File: src/design/fbfl_pkg.sv
package fbfl_pkg;

   localparam int OP_W    = 2;
   localparam int IDX_W   = 8;
   localparam int CNT_W   = 9;
   localparam int GRANT_W = 8;

   typedef enum logic [OP_W-1:0] {
      OP_INIT  = 2'd0,
      OP_ALLOC = 2'd1,
      OP_FREE  = 2'd2
   } op_type;

   typedef enum logic [1:0] {
      ST_OK        = 2'd0,
      ST_EMPTY     = 2'd1,
      ST_BAD_INDEX = 2'd2,
      ST_NULL_FREE = 2'd3
   } status_type;

   typedef struct packed {
      logic       init_start;
      logic       init_step;
      logic       pop_read;
      logic       pop_done;
      logic       push;
      logic       res_pop;
      status_type status;
      logic       load_rsp;
      logic       load_pend;
      logic       pend_to_rsp;
   } dp_cmd_type;

   typedef struct packed {
      logic head_none;
      logic idx_bad;
      logic init_last;
      logic slot_free;
   } dp_sts_type;

endpackage

File: src/design/fbfl_ctrl.sv
module fbfl_ctrl (
   input  logic                         clock,
   input  logic                         reset,
   input  logic                         req_tvalid,
   output logic                         req_tready,
   input  logic [fbfl_pkg::OP_W-1:0]    req_operation,
   input  logic                         req_has_block,
   input  fbfl_pkg::dp_sts_type         sts,
   output fbfl_pkg::dp_cmd_type         cmd
);

   typedef enum logic [3:0] {
      S_IDLE = 4'b0001,
      S_WAIT = 4'b0010,
      S_INIT = 4'b0100,
      S_EMIT = 4'b1000
   } state_type;

   state_type state_ff;
   state_type state_in;
   logic      deliver;
   logic      accept;

   assign req_tready = (state_ff == S_IDLE) && !reset;
   assign accept     = req_tvalid && req_tready;

   always_comb begin
      cmd      = '0;
      cmd.status = fbfl_pkg::ST_OK;
      state_in = state_ff;
      deliver  = 1'b0;
      case (state_ff)
         S_IDLE: begin
            if (accept) begin
               case (req_operation)
                  fbfl_pkg::OP_INIT: begin
                     cmd.init_start = 1'b1;
                     state_in       = S_INIT;
                  end
                  fbfl_pkg::OP_ALLOC: begin
                     if (sts.head_none) begin
                        cmd.status = fbfl_pkg::ST_EMPTY;
                        deliver    = 1'b1;
                     end else begin
                        cmd.pop_read = 1'b1;
                        state_in     = S_WAIT;
                     end
                  end
                  fbfl_pkg::OP_FREE: begin
                     deliver = 1'b1;
                     if (!req_has_block) begin
                        cmd.status = fbfl_pkg::ST_NULL_FREE;
                     end else if (sts.idx_bad) begin
                        cmd.status = fbfl_pkg::ST_BAD_INDEX;
                     end else begin
                        cmd.push = 1'b1;
                     end
                  end
                  default: begin
                     deliver = 1'b1;
                  end
               endcase
            end
         end
         S_WAIT: begin
            cmd.pop_done = 1'b1;
            cmd.res_pop  = 1'b1;
            deliver      = 1'b1;
         end
         S_INIT: begin
            cmd.init_step = 1'b1;
            if (sts.init_last) begin
               deliver = 1'b1;
            end
         end
         S_EMIT: begin
            if (sts.slot_free) begin
               cmd.pend_to_rsp = 1'b1;
               state_in        = S_IDLE;
            end
         end
         default: begin
            state_in = S_IDLE;
         end
      endcase
      if (deliver) begin
         if (sts.slot_free) begin
            cmd.load_rsp = 1'b1;
            state_in     = S_IDLE;
         end else begin
            cmd.load_pend = 1'b1;
            state_in      = S_EMIT;
         end
      end
   end

   always_ff @(posedge clock) begin
      if (reset) begin
         state_ff <= S_IDLE;
      end else begin
         state_ff <= state_in;
      end
   end

   a_pop_then_wait: assert property (@(posedge clock) disable iff (reset)
      (!reset && cmd.pop_read) |=> (state_ff == S_WAIT))
      else $error("alloc read not followed by wait");

   a_emit_holds: assert property (@(posedge clock) disable iff (reset)
      (state_ff == S_EMIT && !sts.slot_free) |=> (state_ff == S_EMIT))
      else $error("pending item dropped while output busy");

   a_wait_delivers: assert property (@(posedge clock) disable iff (reset)
      (state_ff == S_WAIT) |-> (cmd.load_rsp || cmd.load_pend))
      else $error("alloc result not delivered");

endmodule

File: src/design/fbfl_datapath.sv
module fbfl_datapath #(
   parameter int MAX_BLOCKS = 256
) (
   input  logic                            clock,
   input  logic                            reset,
   input  logic                            csr_valid,
   output logic                            csr_ready,
   input  logic [fbfl_pkg::CNT_W-1:0]      csr_data,
   input  logic [fbfl_pkg::IDX_W-1:0]      req_block_index,
   input  fbfl_pkg::dp_cmd_type            cmd,
   output fbfl_pkg::dp_sts_type            sts,
   output logic                            rsp_tvalid,
   input  logic                            rsp_tready,
   output logic [fbfl_pkg::GRANT_W-1:0]    rsp_granted_index,
   output fbfl_pkg::status_type            rsp_status,
   output logic [fbfl_pkg::CNT_W-1:0]      rsp_free_count
);

   localparam int NW = $clog2(MAX_BLOCKS + 1);
   localparam int AW = $clog2(MAX_BLOCKS);
   localparam logic [NW-1:0] LINK_NONE = NW'(MAX_BLOCKS);

   logic [NW-1:0] link_mem [MAX_BLOCKS];
   logic [NW-1:0] rd_ff;

   logic [fbfl_pkg::CNT_W-1:0] bc_ff;
   logic [NW-1:0] head_ff, head_in;
   logic [NW-1:0] free_ff, free_in;
   logic [NW-1:0] limit_ff, limit_in;
   logic [NW-1:0] cur_ff, cur_in;
   logic [NW-1:0] last_ff, last_in;
   logic [NW-1:0] eff_n;
   logic [31:0]   bc_wide;

   logic          mem_we;
   logic [AW-1:0] mem_wa;
   logic [NW-1:0] mem_wd;

   logic [fbfl_pkg::GRANT_W-1:0] res_granted;
   logic [fbfl_pkg::CNT_W-1:0]   res_count;

   logic [fbfl_pkg::GRANT_W-1:0] pend_granted_ff;
   fbfl_pkg::status_type         pend_status_ff;
   logic [fbfl_pkg::CNT_W-1:0]   pend_count_ff;

   logic [fbfl_pkg::GRANT_W-1:0] rsp_granted_ff;
   fbfl_pkg::status_type         rsp_status_ff;
   logic [fbfl_pkg::CNT_W-1:0]   rsp_count_ff;
   logic                         rsp_valid_ff;

   assign csr_ready = ~reset;

   always_ff @(posedge clock) begin
      if (reset) begin
         bc_ff <= 9'd256;
      end else if (csr_valid && csr_ready) begin
         bc_ff <= csr_data;
      end
   end

   // block count clamped to 1 .. MAX_BLOCKS
   assign bc_wide = 32'(bc_ff);
   always_comb begin
      if (bc_wide == 32'd0) begin
         eff_n = NW'(1);
      end else if (bc_wide > 32'(MAX_BLOCKS)) begin
         eff_n = LINK_NONE;
      end else begin
         eff_n = NW'(bc_wide);
      end
   end

   assign sts.head_none = head_ff >= LINK_NONE;
   assign sts.idx_bad   = 32'(req_block_index) >= 32'(limit_ff);
   assign sts.init_last = cur_ff == last_ff;
   assign sts.slot_free = !rsp_valid_ff || rsp_tready;

   always_comb begin
      head_in  = head_ff;
      free_in  = free_ff;
      limit_in = limit_ff;
      cur_in   = cur_ff;
      last_in  = last_ff;
      if (cmd.init_start) begin
         cur_in  = '0;
         last_in = eff_n - NW'(1);
      end
      if (cmd.init_step) begin
         cur_in = cur_ff + NW'(1);
         if (sts.init_last) begin
            head_in  = '0;
            free_in  = last_ff + NW'(1);
            limit_in = last_ff + NW'(1);
         end
      end
      if (cmd.push) begin
         head_in = NW'(req_block_index);
         if (free_ff < LINK_NONE) begin
            free_in = free_ff + NW'(1);
         end
      end
      if (cmd.pop_done) begin
         head_in = (rd_ff > LINK_NONE) ? LINK_NONE : rd_ff;
         if (free_ff != '0) begin
            free_in = free_ff - NW'(1);
         end
      end
   end

   always_ff @(posedge clock) begin
      if (reset) begin
         head_ff  <= LINK_NONE;
         free_ff  <= '0;
         limit_ff <= '0;
         cur_ff   <= '0;
         last_ff  <= '0;
      end else begin
         head_ff  <= head_in;
         free_ff  <= free_in;
         limit_ff <= limit_in;
         cur_ff   <= cur_in;
         last_ff  <= last_in;
      end
   end

   // link memory, one write and one registered read
   assign mem_we = cmd.push || cmd.init_step;
   assign mem_wa = cmd.init_step ? cur_ff[AW-1:0] : AW'(req_block_index);
   assign mem_wd = cmd.init_step ? (sts.init_last ? LINK_NONE : cur_ff + NW'(1)) : head_ff;

   always_ff @(posedge clock) begin
      if (mem_we) begin
         link_mem[mem_wa] <= mem_wd;
      end
      if (cmd.pop_read) begin
         rd_ff <= link_mem[head_ff[AW-1:0]];
      end
   end

   assign res_granted = cmd.res_pop ? fbfl_pkg::GRANT_W'(head_ff) : '0;
   assign res_count   = fbfl_pkg::CNT_W'(free_in);

   always_ff @(posedge clock) begin
      if (cmd.load_pend) begin
         pend_granted_ff <= res_granted;
         pend_status_ff  <= cmd.status;
         pend_count_ff   <= res_count;
      end
      if (cmd.load_rsp) begin
         rsp_granted_ff <= res_granted;
         rsp_status_ff  <= cmd.status;
         rsp_count_ff   <= res_count;
      end else if (cmd.pend_to_rsp) begin
         rsp_granted_ff <= pend_granted_ff;
         rsp_status_ff  <= pend_status_ff;
         rsp_count_ff   <= pend_count_ff;
      end
   end

   always_ff @(posedge clock) begin
      if (reset) begin
         rsp_valid_ff <= 1'b0;
      end else if (cmd.load_rsp || cmd.pend_to_rsp) begin
         rsp_valid_ff <= 1'b1;
      end else if (rsp_tready) begin
         rsp_valid_ff <= 1'b0;
      end
   end

   assign rsp_tvalid        = rsp_valid_ff;
   assign rsp_granted_index = rsp_granted_ff;
   assign rsp_status        = rsp_status_ff;
   assign rsp_free_count    = rsp_count_ff;

   a_push_sets_head: assert property (@(posedge clock) disable iff (reset)
      (!reset && cmd.push) |=> (head_ff == $past(NW'(req_block_index))))
      else $error("freed block not at head");

   a_init_done: assert property (@(posedge clock) disable iff (reset)
      (!reset && cmd.init_step && sts.init_last)
         |=> (head_ff == '0 && free_ff == limit_ff))
      else $error("init finished with inconsistent head or count");

   a_rsp_kept: assert property (@(posedge clock) disable iff (reset)
      (rsp_valid_ff && !rsp_tready) |=> rsp_valid_ff)
      else $error("output item lost under stall");

endmodule

File: src/design/fixed_block_free_list_core.sv
// free-list manager for a pool of equal-sized blocks, addressed by index
// req channel: one item per operation (init, allocate, free); csr channel
// writes the block count, which is used from the next init and is to be
// written only while no item is in flight
// rsp channel: exactly one item per request, with granted index, status
// and the free count after the operation
// free, ignored operations and allocate from an empty list: 1 cycle per item
// allocate: 2 cycles per item, set by the registered read of the link
// memory for the next head
// init: clamped block count + 1 cycles, one link memory write per block
// the result is valid in the output register the cycle after the last
// cycle of its operation
// a result is held in the output register; if that is still full the
// item waits in a pending register and the next request is held off
// until the output drains, so a stalled receiver stops the block with
// nothing lost
// after reset the list is empty (allocate reports empty), the free count
// is zero and the block count is 256; link entries are undefined until
// an init writes them
module fixed_block_free_list_core #(
   parameter int MAX_BLOCKS = 256
) (
   input  logic        clock,
   input  logic        reset,
   input  logic        csr_valid,
   output logic        csr_ready,
   input  logic [8:0]  csr_data,     // block_count
   input  logic        req_tvalid,
   output logic        req_tready,
   input  logic [15:0] req_tdata,    // operation[1:0], block_index[9:2], zero pad
   input  logic        req_tuser,    // has_block
   output logic        rsp_tvalid,
   input  logic        rsp_tready,
   output logic [23:0] rsp_tdata,    // granted_index[7:0], free_count[16:8], zero pad
   output logic [1:0]  rsp_tuser     // status
);

   fbfl_pkg::dp_cmd_type          cmd;
   fbfl_pkg::dp_sts_type          sts;
   logic [fbfl_pkg::GRANT_W-1:0]  granted;
   fbfl_pkg::status_type          status;
   logic [fbfl_pkg::CNT_W-1:0]    free_count;

   fbfl_ctrl u_ctrl (
      .clock         (clock),
      .reset         (reset),
      .req_tvalid    (req_tvalid),
      .req_tready    (req_tready),
      .req_operation (req_tdata[1:0]),
      .req_has_block (req_tuser),
      .sts           (sts),
      .cmd           (cmd)
   );

   fbfl_datapath #(
      .MAX_BLOCKS (MAX_BLOCKS)
   ) u_datapath (
      .clock             (clock),
      .reset             (reset),
      .csr_valid         (csr_valid),
      .csr_ready         (csr_ready),
      .csr_data          (csr_data),
      .req_block_index   (req_tdata[9:2]),
      .cmd               (cmd),
      .sts               (sts),
      .rsp_tvalid        (rsp_tvalid),
      .rsp_tready        (rsp_tready),
      .rsp_granted_index (granted),
      .rsp_status        (status),
      .rsp_free_count    (free_count)
   );

   assign rsp_tdata = {7'd0, free_count, granted};
   assign rsp_tuser = status;

endmodule
File: config.mk
export PLATFORM = sky130hd
export DESIGN_NAME = fixed_block_free_list_core
export DESIGN_NICKNAME = d
export VERILOG_FILES = /design/src/design/fbfl_pkg.sv /design/src/design/fbfl_ctrl.sv /design/src/design/fbfl_datapath.sv /design/src/design/fixed_block_free_list_core.sv
export SDC_FILE = /design/constraint.sdc
export NUM_CORES = 2
export LEC_CHECK = 0
export CORE_MARGIN = 2
export CORE_UTILIZATION = 53
export DETAILED_ROUTE_END_ITERATION = 10
export DONT_BUFFER_PORTS = 1
export PLACE_DENSITY = 0.68
export SYNTH_ARGS = -nofsm -noshare
export SYNTH_HDL_FRONTEND = slang
export SYNTH_SLANG_ARGS = --single-unit
File: constraint.sdc
create_clock -name clock -period 19.7 [get_ports clock]
set_input_delay 0.985 -clock clock [delete_from_list [all_inputs] [get_ports clock]]
set_output_delay 0.985 -clock clock [all_outputs]
set_load 0.02 [all_outputs]
==> flow_summary.yaml <==
timing:
  fin_hold_ws_ns: 0.195
  fin_crit_sh_pct: 29.8
  maxSlewHeadroom_pct: 6.40
  hold_violations: 0
  tns_ns: 0
  maxClockFrequency_mhz: 171
  setup_ws_ns: 13.84
  rsz0062_at_grt: "false"
  slew_violations: 0
  setup_viol: 0
  skew_ns: 0.0405
  fin_crit_ns: 5.86
  worstMarginPinSlew_ns: 1.40
placed_design:
  port_buffers: 0
  dpl-instance-area_sq_mm: 0.0969
  dp_hpwl_mm: 126
  place_congestion: 0.880
  dp_worst_setup_slack_ns: 13.79
  dp.cells: 6936
finish:
  layout.nets: 4857
  fillers: 12593
  utilization_pct: 58.6
  drive_above_1_share_pct: 19.5
  instances_no_fill: 7354
  area_delta_synth_final_pct: 10.3
  fin_area_sq_mm: 0.104
die:
  num_io_pins: 60
  rows: 155
  die_x_microns: 426
  design.core.area_sq_mm: 0.178
  start_util_pct: 53.2
  die_h_microns: 426
  die_area_sq_mm: 0.182
route:
  dr.max_layer_used: "met5"
  viasPerCell: 6.39
  wl_met1_mm: 88.2
  drt-pass1-iter-count: 7
  drt_iter0_markers: 5420
  drcViolationCount: 0
  vias: 46961
  met2WireLength_mm: 104
  wire_per_inst_microns: 29.7
  met3_length_mm: 18.5
  drt_wl_total_mm: 219
  final_antenna_net_count: 0
worst_setup_path:
  cp_cell_sequence: "buf_4, buf_4, buf_4, mux4_1, mux2i_1, o21ai_0, a2111oi_0, or4_1, a31oi_1, o211a_1"
  r2r_slack_ns: 13.84
  crit_type: "reg -> reg"
  cpMaxStageDelayCell: "buf_4"
  crit_top_cell: "buf_4"
  worstPathRequired_ns: 20.28
  cp-end-kind: "register"
  worstRegToRegCells: 10
  r2r-start: "u_datapath.head_ff[0]"
  critPathLaunchType: "register"
  r2r-end: "u_datapath.rd_ff[1]"
  cp_max_fo: 45
  worstPathArrival_ns: 6.44
  slowest_delay_ns: 0.79
cts:
  post_cts_buffers: 0
  cts_resized: 0
  numCtsBuffers: 227
  cts_tree: "yes"
  cts_sinks: 2410
  insertion_delay_ns: 0.87
  holdBufCountCts: 0
  cts.path.max_buffers: 3
  cts_root_buffer: "clkbuf_16"
  clk_pin_slew_worst_paths_ns: 0.06
  htree_levels: 4
yosys:
  yosysMostFrequentCell: "edfxtp_1"
  ys.flop_type: "edfxtp_1"
  yosysSeqAreaShare_pct: 75.9
  synthSimpleGateAreaFrac_pct: 3.26
  synth_edf_count: 2351
  synth_top_area_share_pct: 74.7
  synth-xor-area-share_pct: 0.287
  yosysTopAreaCell: "edfxtp_1"
  synth_area_leaders: "edfxtp_1 (75%), mux4_2 (12%), a22oi_1 (1.6%)"
  avgSynthCellArea_sq_um: 19.9
  ys_async_sr_fraction_pct: 0
  ys_ff_latch: 2410
  synth-compound-area-share_pct: 4.36
  postSynthCellCount: 4761
  synth_top_family_by_area: "multiplexers"
  muxShareOfSynthArea_pct: 14.0
  synthAdderAreaFrac_pct: 0.212
  synth_cell_type_count: 75
  synth_common_cells: "edfxtp_1 (2351), mux4_2 (491), nor2_1 (362), a22oi_1 (204), nand2_1 (177)"
  synth_area_sq_mm: 0.0945
  yosysWarnings: 0
hold_path:
  hp-class: "in -> reg"
  hp-start: "reset"
  holdPathStages: 1
  hold_end: "u_datapath.free_ff[3]"
power:
  p_leak_nw: 29.9
  finalPower_mw: 10.0
  pwr_density_cell_mw_per_mm2: 96.0
  ir_drop_mv: 0.0870
grt:
  grt_first_pass_wirelength_mm: 318
  grt-ovfl-total: 0
  grt_pass1_vias: 46731
  grt_antenna_before_repair: 5
  grt_max_degree: 225
  grt_usage_pct: 24.0
flow_run:
  max_cap_viol_count: 0
status:
  outcome: "finished clean"
-- layer usage --
| metal | global-route usage, % | vias to the layer above |
|---|---|---|
| met2 | 37.4 | 2070 |
| li1 | - | 19729 |
| met4 | 8.36 | 4 |
| met1 | 34.2 | 24744 |
| met5 | 0 | - |
| met3 | 4.78 | 414 |
-- where the power goes --
part	internal, mW	leakage (nW)	switching (mW)
sequential	5.56	20.4	0.0103
combinational	0.0348	5.91	0.0892
clock	2.44	3.61	1.87
total	8.04	29.9	1.97
-- state kept, by name, indices dropped and copies added, names as in the netlist --
| register | flops |
|---|---|
| u_datapath.head_ff | 9 |
| u_datapath.rd_ff | 9 |
| u_datapath.pend_status_ff | 2 |
| u_datapath.rsp_tvalid | 1 |
| u_ctrl.state_ff | 4 |
| u_datapath.free_ff | 9 |
| u_datapath.cur_ff | 9 |
| u_datapath.pend_count_ff | 9 |
| u_datapath.limit_ff | 9 |
| u_datapath.rsp_free_count | 9 |
| u_datapath.pend_granted_ff | 8 |
| u_datapath.link_mem | 2304 |
| u_datapath.last_ff | 9 |
| u_datapath.rsp_granted_index | 8 |
| u_datapath.rsp_status | 2 |
| u_datapath.bc_ff | 9 |
-- layout by cell type, fill, tap and decap left out, types with 36 or more instances in the layout --
cell type	Yosys	routed
nor2_1	362	360
nand2_1	177	176
mux4_2	491	491
clkinv_1	1	58
o221ai_1	46	46
mux2i_1	152	152
buf_4	39	93
clkinv_2	0	45
clkbuf_1	128	36
edfxtp_1	2351	2351
o21ai_0	44	42
clkbuf_16	0	230
a22oi_1	204	204
a21oi_1	159	159
dfxtp_1	59	55
-- critical path, delay by kind of cell (launching register included) --
family	cells	cell delay [ns]
AND/OR/NAND/NOR	1	0.36
buffers and inverters	3	2.36
flip-flops	1	0.71
multiplexers	2	1.00
AO/OA/AOI/OAI	4	1.01
-- final cells by class --
type	count	area [sq um]	share of cell area [%]
clock inverters	140	1310	1.25
multi-input cells	2036	21200	20.4
repair buffers	100	838	0.804
flip-flops and latches	2410	71800	68.8
clock buffers	277	6040	5.79
well taps	2355	2950	2.83
diodes	1	2.50	0.00240
inverters	35	131	0.126
-- worst max path at each step --
stage	slack, ns	endpoint	startpoint	cells past startpoint
global placement	13.75	u_datapath.rd_ff[1]	u_datapath.head_ff[0]	10
detailed placement	13.79	u_datapath.rd_ff[1]	u_datapath.head_ff[0]	10
CTS	13.74	u_datapath.rd_ff[1]	u_datapath.head_ff[0]	10
global route	13.44	u_datapath.rd_ff[1]	u_datapath.head_ff[0]	10
finish	13.84	u_datapath.rd_ff[1]	u_datapath.head_ff[0]	10
floorplan	5.60	u_datapath.link_mem[0][5]	u_ctrl.state_ff[1]	7
-- cell families (layout without fill, tap and decap cells) --
logic type / count (synthesis) / count (layout)
flip-flops: 2410 / 2410
AND/OR/NAND/NOR: 705 / 705
multiplexers: 675 / 675
AO/OA/AOI/OAI: 602 / 602
buffers and inverters: 321 / 552
XOR/XNOR: 31 / 31
adder cells (fa/ha/maj): 16 / 16
other: 1 / 8
No activity file was read; power rests on OpenSTA's default activity.
